**src/hdl/assert_macros.svh**
```systemverilog
// Assertion helpers used by the list engine top level.
// Each macro expects clk and rst_n to be visible where it is used.
`ifndef ASSERT_MACROS_SVH
`define ASSERT_MACROS_SVH

// A condition that holds at every clock edge outside reset.
`define ALIE_ASSERT(label, cond) \
    label: assert property (@(posedge clk) disable iff (!rst_n) (cond)) \
        else $error("list engine check failed");

// A cause in one cycle and its effect in the next.
`define ALIE_ASSERT_NEXT(label, ante, cons) \
    label: assert property (@(posedge clk) disable iff (!rst_n) (ante) |=> (cons)) \
        else $error("list engine sequence check failed");

`endif

```
**src/hdl/alie_pkg.sv**
```systemverilog
`timescale 1ns / 1ps

package alie_pkg;

    // List depth and the widths that follow from it.
    localparam int CAPACITY = 16;
    localparam int IDX_W    = 4;
    localparam int CNT_W    = 5;
    localparam int DATA_W   = 32;

    typedef logic [IDX_W-1:0]  idx_t;
    typedef logic [CNT_W-1:0]  cnt_t;
    typedef logic [DATA_W-1:0] data_t;

    // Request kinds.
    typedef enum logic [2:0] {
        REQ_PUSH_BACK  = 3'd0,
        REQ_PUSH_FRONT = 3'd1,
        REQ_POP_BACK   = 3'd2,
        REQ_POP_FRONT  = 3'd3,
        REQ_INSERT     = 3'd4,
        REQ_ERASE      = 3'd5,
        REQ_FIND       = 3'd6
    } req_t;

    // Result status codes.
    typedef enum logic [2:0] {
        ST_OK        = 3'd0,
        ST_FULL      = 3'd1,
        ST_EMPTY     = 3'd2,
        ST_POS_RANGE = 3'd3,
        ST_NOT_FOUND = 3'd4
    } status_t;

    // Command broadcast from the controller to every cell.
    typedef struct packed {
        logic  we;
        logic  ins;
        logic  del;
        cnt_t  pos;
        cnt_t  count;
        data_t value;
    } cell_cmd_t;

endpackage

```
**src/hdl/alie_cell.sv**
```systemverilog
`timescale 1ns / 1ps

module alie_cell (
    input  logic               clk,
    input  logic               rst_n,
    input  alie_pkg::idx_t     idx,
    input  alie_pkg::cell_cmd_t cmd,
    input  alie_pkg::data_t    left_entry,
    input  alie_pkg::data_t    right_entry,
    output alie_pkg::data_t    entry,
    output logic               match
);

    alie_pkg::data_t entry_reg;
    alie_pkg::data_t entry_next;
    logic            match_reg;
    logic            match_next;
    alie_pkg::cnt_t  idx_ext;

    assign idx_ext = alie_pkg::cnt_t'(idx);

    // Insert loads the new word at the position and moves later words up;
    // erase pulls the words above the position down by one.
    always_comb
    begin
        entry_next = entry_reg;
        if (cmd.we && cmd.ins)
        begin
            if (idx_ext == cmd.pos)
                entry_next = cmd.value;
            else if (idx_ext > cmd.pos)
                entry_next = left_entry;
        end
        else if (cmd.we && cmd.del)
        begin
            if (idx_ext >= cmd.pos)
                entry_next = right_entry;
        end
    end

    // The key compare is taken against the contents before any update.
    always_comb
    begin
        match_next = match_reg;
        if (cmd.we)
            match_next = (entry_reg == cmd.value) && (idx_ext < cmd.count);
    end

    always_ff @(posedge clk)
    begin
        entry_reg <= entry_next;
    end

    always_ff @(posedge clk or negedge rst_n)
    begin
        if (!rst_n)
            match_reg <= 1'b0;
        else
            match_reg <= match_next;
    end

    assign entry = entry_reg;
    assign match = match_reg;

endmodule

```
**src/hdl/array_list_insert_erase_find.sv**
```systemverilog
`timescale 1ns / 1ps

// Bounded ordered list of 32-bit words held in a row of cells, one word per
// cell. The engine accepts every request (push, pop, insert, erase, find) and
// takes a new word in every cycle while the master side keeps up. At the
// accepting edge all cells shift in parallel and latch their key compare, and
// the status and count of the request are registered; once the output register
// is free, the row of compare bits is priority encoded into it, and the result
// word is then valid on the master side until it is taken. The list is empty
// after reset; no clearing is needed.

`include "assert_macros.svh"

module array_list_insert_erase_find (
    input  logic        clk,
    input  logic        rst_n,
    input  logic        s_tvalid,
    output logic        s_tready,
    input  logic [39:0] s_tdata,   // position [4:0], value [36:5], zero [39:37]
    input  logic [2:0]  s_tuser,   // req_type [2:0]
    output logic        m_tvalid,
    input  logic        m_tready,
    output logic [15:0] m_tdata    // status [2:0], found_index [6:3],
                                   // count [11:7], zero [15:12]
);

    localparam alie_pkg::cnt_t CAP_CNT = alie_pkg::cnt_t'(alie_pkg::CAPACITY);

    logic                 accept;
    logic                 out_free;
    alie_pkg::req_t       req;
    alie_pkg::cnt_t       in_pos;
    alie_pkg::data_t      in_value;

    alie_pkg::cnt_t       count_reg;
    alie_pkg::cnt_t       count_next;
    alie_pkg::status_t    status_c;
    alie_pkg::cell_cmd_t  cmd;

    logic                 pend_reg;
    logic                 pend_next;
    logic                 pfind_reg;
    alie_pkg::status_t    pstatus_reg;
    alie_pkg::cnt_t       pcount_reg;

    logic                 mvalid_reg;
    logic                 mvalid_next;
    alie_pkg::status_t    mstatus_reg;
    alie_pkg::idx_t       mfound_reg;
    alie_pkg::cnt_t       mcount_reg;

    alie_pkg::status_t    res_status;
    alie_pkg::idx_t       res_found;
    logic                 any_match;

    alie_pkg::data_t      entry  [alie_pkg::CAPACITY];
    logic [alie_pkg::CAPACITY-1:0] match;

    // Input word unpacking and handshake.
    assign req      = alie_pkg::req_t'(s_tuser);
    assign in_pos   = s_tdata[4:0];
    assign in_value = s_tdata[36:5];
    assign out_free = !mvalid_reg || m_tready;
    assign s_tready = !pend_reg || out_free;
    assign accept   = s_tvalid && s_tready;

    // Request decode: range checks, shift command and the new count.
    always_comb
    begin
        status_c   = alie_pkg::ST_OK;
        count_next = count_reg;
        cmd.we     = accept;
        cmd.ins    = 1'b0;
        cmd.del    = 1'b0;
        cmd.pos    = in_pos;
        cmd.count  = count_reg;
        cmd.value  = in_value;
        unique case (req)
            alie_pkg::REQ_PUSH_BACK, alie_pkg::REQ_PUSH_FRONT, alie_pkg::REQ_INSERT:
            begin
                if (count_reg == CAP_CNT)
                    status_c = alie_pkg::ST_FULL;
                else if (req == alie_pkg::REQ_INSERT && in_pos > count_reg)
                    status_c = alie_pkg::ST_POS_RANGE;
                else
                begin
                    cmd.ins    = 1'b1;
                    count_next = count_reg + alie_pkg::cnt_t'(1);
                    if (req == alie_pkg::REQ_PUSH_BACK)
                        cmd.pos = count_reg;
                    else if (req == alie_pkg::REQ_PUSH_FRONT)
                        cmd.pos = '0;
                end
            end
            alie_pkg::REQ_POP_BACK, alie_pkg::REQ_POP_FRONT:
            begin
                if (count_reg == '0)
                    status_c = alie_pkg::ST_EMPTY;
                else
                begin
                    // Popping the back only drops the count.
                    cmd.del    = (req == alie_pkg::REQ_POP_FRONT);
                    cmd.pos    = '0;
                    count_next = count_reg - alie_pkg::cnt_t'(1);
                end
            end
            alie_pkg::REQ_ERASE:
            begin
                if (in_pos >= count_reg)
                    status_c = alie_pkg::ST_POS_RANGE;
                else
                begin
                    cmd.del    = 1'b1;
                    count_next = count_reg - alie_pkg::cnt_t'(1);
                end
            end
            default:
            begin
                // Find and the unused code change nothing here.
                status_c = alie_pkg::ST_OK;
            end
        endcase
    end

    // Row of cells; each one sees its neighbors, the input value left of the first and zero right of the last.
    genvar gi;
    generate
        for (gi = 0; gi < alie_pkg::CAPACITY; gi++)
        begin : g_cell
            alie_pkg::data_t left_w;
            alie_pkg::data_t right_w;

            if (gi == 0)
            begin : g_first
                assign left_w = in_value;
            end
            else
            begin : g_mid_l
                assign left_w = entry[gi-1];
            end

            if (gi == alie_pkg::CAPACITY - 1)
            begin : g_last
                assign right_w = '0;
            end
            else
            begin : g_mid_r
                assign right_w = entry[gi+1];
            end

            alie_cell u_cell (
                .clk         (clk),
                .rst_n       (rst_n),
                .idx         (alie_pkg::idx_t'(gi)),
                .cmd         (cmd),
                .left_entry  (left_w),
                .right_entry (right_w),
                .entry       (entry[gi]),
                .match       (match[gi])
            );
        end
    endgenerate

    // First matching cell, lowest index wins.
    always_comb
    begin
        res_found = '0;
        any_match = |match;
        for (int k = alie_pkg::CAPACITY - 1; k >= 0; k--)
        begin
            if (match[k])
                res_found = alie_pkg::idx_t'(k);
        end
    end

    // Result of the pending request.
    always_comb
    begin
        res_status = pstatus_reg;
        if (pfind_reg)
            res_status = any_match ? alie_pkg::ST_OK : alie_pkg::ST_NOT_FOUND;
    end

    always_comb
    begin
        if (accept)
            pend_next = 1'b1;
        else if (out_free)
            pend_next = 1'b0;
        else
            pend_next = pend_reg;
    end

    always_comb
    begin
        if (pend_reg && out_free)
            mvalid_next = 1'b1;
        else if (m_tready)
            mvalid_next = 1'b0;
        else
            mvalid_next = mvalid_reg;
    end

    // Control registers.
    always_ff @(posedge clk or negedge rst_n)
    begin
        if (!rst_n)
        begin
            count_reg  <= '0;
            pend_reg   <= 1'b0;
            mvalid_reg <= 1'b0;
        end
        else
        begin
            if (accept)
                count_reg <= count_next;
            pend_reg   <= pend_next;
            mvalid_reg <= mvalid_next;
        end
    end

    // Pending request and output payload.
    always_ff @(posedge clk)
    begin
        if (accept)
        begin
            pfind_reg   <= (req == alie_pkg::REQ_FIND);
            pstatus_reg <= status_c;
            pcount_reg  <= count_next;
        end
        if (pend_reg && out_free)
        begin
            mstatus_reg <= res_status;
            mfound_reg  <= (pfind_reg && any_match) ? res_found : '0;
            mcount_reg  <= pcount_reg;
        end
    end

    assign m_tvalid = mvalid_reg;
    assign m_tdata  = {4'b0000, mcount_reg, mfound_reg, mstatus_reg};

    `ALIE_ASSERT(a_count_bound, count_reg <= CAP_CNT)
    `ALIE_ASSERT_NEXT(a_accept_pends, accept, pend_reg)
    `ALIE_ASSERT_NEXT(a_pend_to_out, pend_reg && out_free, m_tvalid)
    `ALIE_ASSERT(a_miss_index_zero,
                 !(mvalid_reg && mstatus_reg == alie_pkg::ST_NOT_FOUND) || mfound_reg == '0)

endmodule
```
**config.mk**
```make
export PLATFORM = sky130hd
export DESIGN_NAME = array_list_insert_erase_find
export DESIGN_NICKNAME = d
export VERILOG_FILES = /design/src/hdl/alie_pkg.sv /design/src/hdl/alie_cell.sv /design/src/hdl/array_list_insert_erase_find.sv
export VERILOG_INCLUDE_DIRS = /design/src /design/src/hdl
export SDC_FILE = /design/constraint.sdc
export NUM_CORES = 2
export LEC_CHECK = 0
export ABC_AREA = 1
export BUFFER_PORTS_ARGS = -buffer_cell sky130_fd_sc_hd__clkbuf_2
export CAP_MARGIN = 20
export CELL_PAD_IN_SITES_DETAIL_PLACEMENT = 2
export CELL_PAD_IN_SITES_GLOBAL_PLACEMENT = 2
export CORE_MARGIN = 3
export CORE_UTILIZATION = 41
export CTS_CLUSTER_SIZE = 24
export DETAILED_ROUTE_END_ITERATION = 10
export MAX_ROUTING_LAYER = met4
export PLACE_DENSITY_LB_ADDON = 0.25
export SKIP_CTS_REPAIR_TIMING = 1
export SLEW_MARGIN = 20
export SYNTH_ARGS = -nofsm -noshare
export SYNTH_HDL_FRONTEND = slang
export SYNTH_SLANG_ARGS = --single-unit
```
**constraint.sdc**
```tcl
create_clock -name clk -period 14.4 [get_ports clk]
set_input_delay 2.88 -clock clk [delete_from_list [all_inputs] [get_ports clk]]
set_output_delay 2.88 -clock clk [all_outputs]
set_load 0.05 [all_outputs]
```
# [Word level (Yosys, flattened, before mapping)]
# Cells that the tools add are included.
# Widths: inputs -> output; s select.
[totals] ff_bits=556 elab_cells=344
[classes] addsub=2 magnitude_cmp=50 n_eq_ne=54 mux=122 n_bitwise=1 reduce_logical=71
[op_table] cell="$mux 32" n=80
[op_table] cell="$eq 32x32->1" n=16
[op_table] cell="$reduce_and 3->1" n=16
[op_table] cell="$ne 3x1->1 const B" n=15
[op_table] cell="$eq 4x5->1 const A" n=8
[op_table] cell="$ge 4x5->1 const A" n=8
[op_table] cell="$gt 4x5->1 const A" n=8
[op_table] cell="$lt 4x5->1 const A" n=8
[op_table] cell="$mux 5" n=8
[op_table] cell="$reduce_bool 2->1" n=19
[op_table] cell="$mux 4" n=8
[op_table] cell="$logic_and 1x1->1" n=22
[op_table] cell="$eq 3x5->1 const A" n=4
[op_table] cell="$ge 3x5->1 const A" n=4
[op_table] cell="$gt 3x5->1 const A" n=4
[op_table] cell="$lt 3x5->1 const A" n=4
[op_table] cell="$mux 3" n=6
[op_table] cell="$reduce_or 16->1" n=1
[op_table] cell="$pmux 5 s3" n=1
[op_table] cell="$mux 2" n=6
[op_table] cell="$eq 2x5->1 const A" n=2
[op_table] cell="$ge 1x5->1 const A" n=2
[op_table] cell="$ge 2x5->1 const A" n=2
[op_table] cell="$gt 1x5->1 const A" n=2
[op_table] cell="27 further kinds" n=46

# [Depth between registers and ports, before layout]
[logic_depth] depth_word=15 depth_mapped=16 ltp_nobuf=14

# [Hierarchy]
# From an unflattened synthesis, not the netlist that was laid out.
[hier_totals] cells_unflattened=5971 area_unflattened_um2=42340.6
[by_module_without_submodules] module="alie_cell (g_cell[15].u_cell ...)" instances=10 cells_each=347 area_each_um2=2509.9
[by_module_without_submodules] module="alie_cell (g_cell[0].u_cell ...)" instances=6 cells_each=378 area_each_um2=2553.7
[by_module_without_submodules] module="array_list_insert_erase_find" instances=1 cells_each=233 area_each_um2=1919.3

# [Worst setup path before layout]
# OpenSTA, ideal clock, no wires.
[synth_timing] path_kind="input port to flip-flop" start="input s_tdata[4]" end="register g_cell[13].u_cell.entry_reg[0], enable pin" setup_ns=0.470 arrival_ns=6.685 slack_ns=7.245 stages=10 n_path_buf=1 path_cell_list="ha_1 > nand2_1 > nor3b_1 > nor2_1 > nand2_2 > nand2_1 > nor2_2 > buf_2 > a21oi_1 > a211oi_1"
[synth_between] elab_chain_cells=8 elab_cells_between_ends=23 cone_classes="order compare (4); eq/ne (2); mux (11); reduce/logical (6)"
[synth_lines] item="start, declared" line_no="array_list_insert_erase_find.sv:19" rtl="input logic [39:0] s_tdata,"
[synth_lines] item="$gt 5x5->1 or $mux 5 (tied branches)" line_no="array_list_insert_erase_find.sv:83, array_list_insert_erase_find.sv:91"
[synth_lines] item="$logic_and 1x1->1 or $mux 5 (tied branches)" line_no="array_list_insert_erase_find.sv:83, array_list_insert_erase_find.sv:89"
[synth_lines] item="$mux 5 or $mux 1 (tied branches)" line_no="array_list_insert_erase_find.sv:83" rtl="else if (req == alie_pkg::REQ_INSERT && in_pos > count_reg)"
[synth_lines] item="$mux 5 or $mux 1 (tied branches)" line_no="array_list_insert_erase_find.sv:81" rtl="if (count_reg == CAP_CNT)"
[synth_lines] item="$pmux 5 s2 or $mux 1 (tied branches)" line_no="array_list_insert_erase_find.sv:78" rtl="unique case (req)"
[synth_lines] item="$gt 4x5->1 (tied with other cells)" line_no="alie_cell.sv:31" rtl="else if (idx_ext > cmd.pos)"
[synth_lines] item="$ne 3x1->1 (no source line) or $reduce_bool 2->1 (tied branches)"
[synth_lines] item="$reduce_and 3->1 (no source line) *"
[synth_lines] item="end signal, assigned" line_no="alie_cell.sv:51" rtl="entry_reg <= entry_next;"
[synth_lines] item="end, declared" line_no="alie_cell.sv:14" rtl="alie_pkg::data_t entry_reg;"
# Mark *: on every way between the ends. The rest lies on a longest branch, timed or not.
# A chain may end at the register's enable or synchronous reset.

# [Worst setup path in the final report]
[layout_timing] start="input s_tdata[4]" end="register g_cell[0].u_cell.entry_reg[4], data pin"
[layout_between] elab_chain_cells=8 elab_cells_between_ends=15 cone_classes="order compare (1); mux (11); reduce/logical (3)"
[layout_lines] item="$gt 5x5->1 or $mux 5 (tied branches)" line_no="array_list_insert_erase_find.sv:83, array_list_insert_erase_find.sv:91"
[layout_lines] item="$logic_and 1x1->1 or $mux 5 (tied branches)" line_no="array_list_insert_erase_find.sv:83, array_list_insert_erase_find.sv:89"
[layout_lines] item="$mux 5" line_no="array_list_insert_erase_find.sv:83"
[layout_lines] item="$mux 5" line_no="array_list_insert_erase_find.sv:81"
[layout_lines] item="$pmux 5 s2" line_no="array_list_insert_erase_find.sv:78"
[layout_lines] item="$logic_not 5->1" line_no="alie_cell.sv:29" rtl="if (idx_ext == cmd.pos)"
[layout_lines] item="$mux 32" line_no="alie_cell.sv:29"
[layout_lines] item="$mux 32 *" line_no="alie_cell.sv:27" rtl="if (cmd.we && cmd.ins)"
[layout_lines] item="via g_cell[0].u_cell.entry_next[4]" line_no="alie_cell.sv:15" rtl="alie_pkg::data_t entry_next;"
[layout_lines] item="end signal, assigned" line_no="alie_cell.sv:51"
[layout_lines] item="end, declared" line_no="alie_cell.sv:14"
# The timed path passes the listed nets; every way through them passes the cells marked *.

==> results.json <==
{
  "status": "completed",
  "routed-via-count": 37600,
  "fp.dieH_um": 311,
  "p_per_area_nw_per_um2": 133,
  "wire_length_of_the_first_global_routing_pass_um": 264000,
  "first_global_vias": 40300,
  "clockBufferDepth": 3,
  "synth-seq-area-share_pct": 43.3,
  "area_taken_by_multi_input_logic_gates_um2": 17900,
  "final_cell_mix": "1805 x nand2_1, 578 x nand3_1, 532 x edfxtp_1, 529 x inv_1, 443 x nand4_1",
  "critical_path.max_fanout": 94,
  "global_route.usage.met3_pct": 3.83,
  "design_power_total_uw": 5530,
  "via_per_inst": 6.05,
  "avgRoutedWirePerCell_um": 28.3,
  "report.final.setup_viol": 0,
  "synth_area_in_adders_pct": 0.262,
  "leakagePower_uw": 0.0183,
  "design.portCount": 65,
  "antenna_violating_nets_post_route": 0,
  "grt_overflow": 0,
  "fmaxAchievable_ghz": 0.155,
  "setup.worst_path.start_class": "input port",
  "layout_worst_path_cycle_share_pct": 44.8,
  "drt-total-wl_um": 176000,
  "ys_warn_count": 0,
  "cellInternalPower_uw": 3420,
  "syn-cell-area_um2": 38200,
  "final_hold_viol_count": 0,
  "unrepaired_setup_endpoints_after_global_routing": "false",
  "timing_max_transition_violations_final": 0,
  "total_net_switching_power_uw": 2110,
  "worst-slew-pin-transition_ps": 1210,
  "max-slew-margin-rel_pct": 18.8,
  "place_hpwl_um": 120000,
  "yosys.area_share.xor_xnor_pct": 7.31,
  "synth_edf_count": 532,
  "clock_power_share_pct": 33.2,
  "sequential_share_of_power_pct": 38.7,
  "dr.pass1.iters": 5,
  "area_used_by_sequential_logic_in_the_layout_um2": 16600,
  "criticalPathCategory": "input port to register",
  "gp_congestion": 0.933,
  "timing.clock.skew_ps": 19.6,
  "ctsHtreeMaxLevel": 3,
  "gr-max-usage-layer": "met2",
  "netSwitchingFraction_pct": 38.1,
  "period_minus_slack_ps": 6450,
  "power.ir.vdd_worst_v": 0.0000888,
  "timing.setup.tns_ps": 0,
  "yosysUniqueCellTypes": 47,
  "worst_setup_hold_path_clk_slew_ps": 60,
  "initial_antenna_violation_count": 2,
  "numPortBuffers": 57,
  "clkLatencyLatePin_ps": 640,
  "synth_compound_area_share_pct": 3.55,
  "grt_util_all_layers_pct": 36.6,
  "synth_top_cells_by_area": "edfxtp_1 42%, nand2_1 18%, nand3_1 7.6%",
  "worst-endpoint-required_ps": 14740,
  "min_path_type": "register to register",
  "fraction_of_layout_cells_with_a_size_suffix_above_1_pct": 6.48,
  "detailedRoute.firstIterationViolations": 3199,
  "cts_tree": "built",
  "largest_register_ffs": 512,
  "synth_seq_cells": 555,
  "crit_path_end_kind": "register",
  "synth-async-reset-ratio_pct": 4.14,
  "coreArea_um2": 92100,
  "initial_utilization_pct": 41.5,
  "layoutNonFillerInstCount": 6214,
  "syn_inst": 5091,
  "gr-usage-met2_pct": 59.8,
  "largest_net_degree_at_the_start_of_global_routing": 165,
  "cts.root.buffer_cell": "clkbuf_16",
  "fillerInstances": 10700,
  "synth.mux.area_fraction_pct": 0,
  "final_nets": 4969,
  "dominant_combinational_cell_family_by_area_after_synthesis": "simple AND/OR/NAND/NOR gates",
  "post_synth_and_or_nand_nor_area_fraction_pct": 35.2,
  "area_growth_pct": 8.91,
  "arrival_ps": 6790,
  "synthesis.area_per_instance_um2": 7.51,
  "die_w_um": 311,
  "hold_slack_ps": 430,
  "synth_flop_cell": "edfxtp_1",
  "power.combinational.fraction_pct": 28.1,
  "synth_largest_area_cell": "edfxtp_1",
  "layout_commonest_cell": "nand2_1",
  "die-area_um2": 97000,
  "synth_largest_type_area_fraction_pct": 41.8,
  "grtUsageMet1_pct": 43.3,
  "drv.max_cap_violation_count": 0,
  "remaining_drc_errors": 0,
  "cts_num_sinks": 555,
  "cts_buffers": 72,
  "place.detailed.instances": 6080,
  "row_count": 111
}
through the flow:
step,util (%),setup WS [ps],area [um^2]
6_report,45.2,7950,41600
4_1_cts,45.1,8000,41600
3_3_place_gp,42.6,7440,39200
5_1_grt,45.2,7590,41600
3_5_place_dp,42.7,7340,39300
2_1_floorplan,-,7240,38300
cell usage after synthesis, types with 2 or more instances:
| cell type | n |
|---|---|
| buf_1 | 18 |
| buf_4 | 21 |
| xor2_1 | 124 |
| o21bai_1 | 2 |
| nand3b_1 | 2 |
| nor2_2 | 9 |
| clkinv_1 | 11 |
| o21ai_0 | 64 |
| inv_1 | 529 |
| nand3_2 | 7 |
| ha_1 | 8 |
| nor3_1 | 41 |
| o22ai_1 | 41 |
| nand3_1 | 578 |
| o221ai_1 | 7 |
| nor4_1 | 39 |
| nand3_4 | 2 |
| nor2_1 | 77 |
| nand2_1 | 1806 |
| o211ai_1 | 5 |
| a21oi_2 | 2 |
| dfrtp_1 | 23 |
| o2111ai_1 | 25 |
| clkbuf_1 | 199 |
| or2_2 | 5 |
| nand2_2 | 2 |
| nor2_4 | 4 |
| inv_2 | 7 |
| o31ai_1 | 2 |
| xnor2_1 | 195 |
| a211oi_1 | 5 |
| buf_6 | 3 |
| buf_2 | 178 |
| a221oi_1 | 6 |
| nand4_1 | 443 |
| a21oi_1 | 59 |
| edfxtp_1 | 532 |
routing by layer:
layer  vias up  part of all wire, %
met1     19200                   40
met2      1353                   48
met4         0                  7.5
li1      16600                    -
met3       456                  5.2
met5         -                    0
final timing paths:
path | to | startpoint | cells past startpoint | slack, ps
hold / removal | mcount_reg[4] | pcount_reg[4] | 0 | 430
max in group asynchronous | g_cell[0].u_cell.match | rst_n | 1 | 11320
setup / recovery | g_cell[0].u_cell.entry[4] | s_tdata[4] | 12 | 7950
min in group asynchronous | count_reg[4] | rst_n | 1 | 2420
setup reg to reg | g_cell[0].u_cell.entry[4] | count_reg[2] | 12 | 9030
hold reg to reg | mcount_reg[4] | pcount_reg[4] | 0 | 430
power by group through the flow:
stage               Clock, uW  Combinational (uW)  Sequential, uW
floorplan                   0                 951            2120
detailed placement          0                1490            2160
CTS                      1850                1520            2130
global placement            0                1430            2150
global route             1910                1660            2150
finish                   1830                1550            2140
final cells by class:
cell class | count | area share, %
multi-input combinational | 3572 | 43.1
antenna | 1 | 0.00601
sequential | 555 | 39.7
timing repair buffer | 165 | 2.97
clock buffer | 99 | 4.89
tap | 1243 | 3.73
clock inverter | 31 | 0.601
inverter | 548 | 4.97
cells by family after synthesis:
family	Yosys count
AND/OR/NAND/NOR	3019
buffers and inverters	967
flip-flops	555
XOR/XNOR	319
AO/OA/AOI/OAI	222
adder cells (fa/ha/maj)	8
other	1
critical path, stage by stage:
cell and delay (ps):
clkbuf_2 140, ha_1 330, nand2_1 100, nor3b_1 370, nor2_1 120, nand2_2 190
nand2_1 140, nor2_4 100, buf_4 310, buf_4 840, buf_4 900, o21ai_0 210
Note: power is estimated with default switching activity, not from simulation.
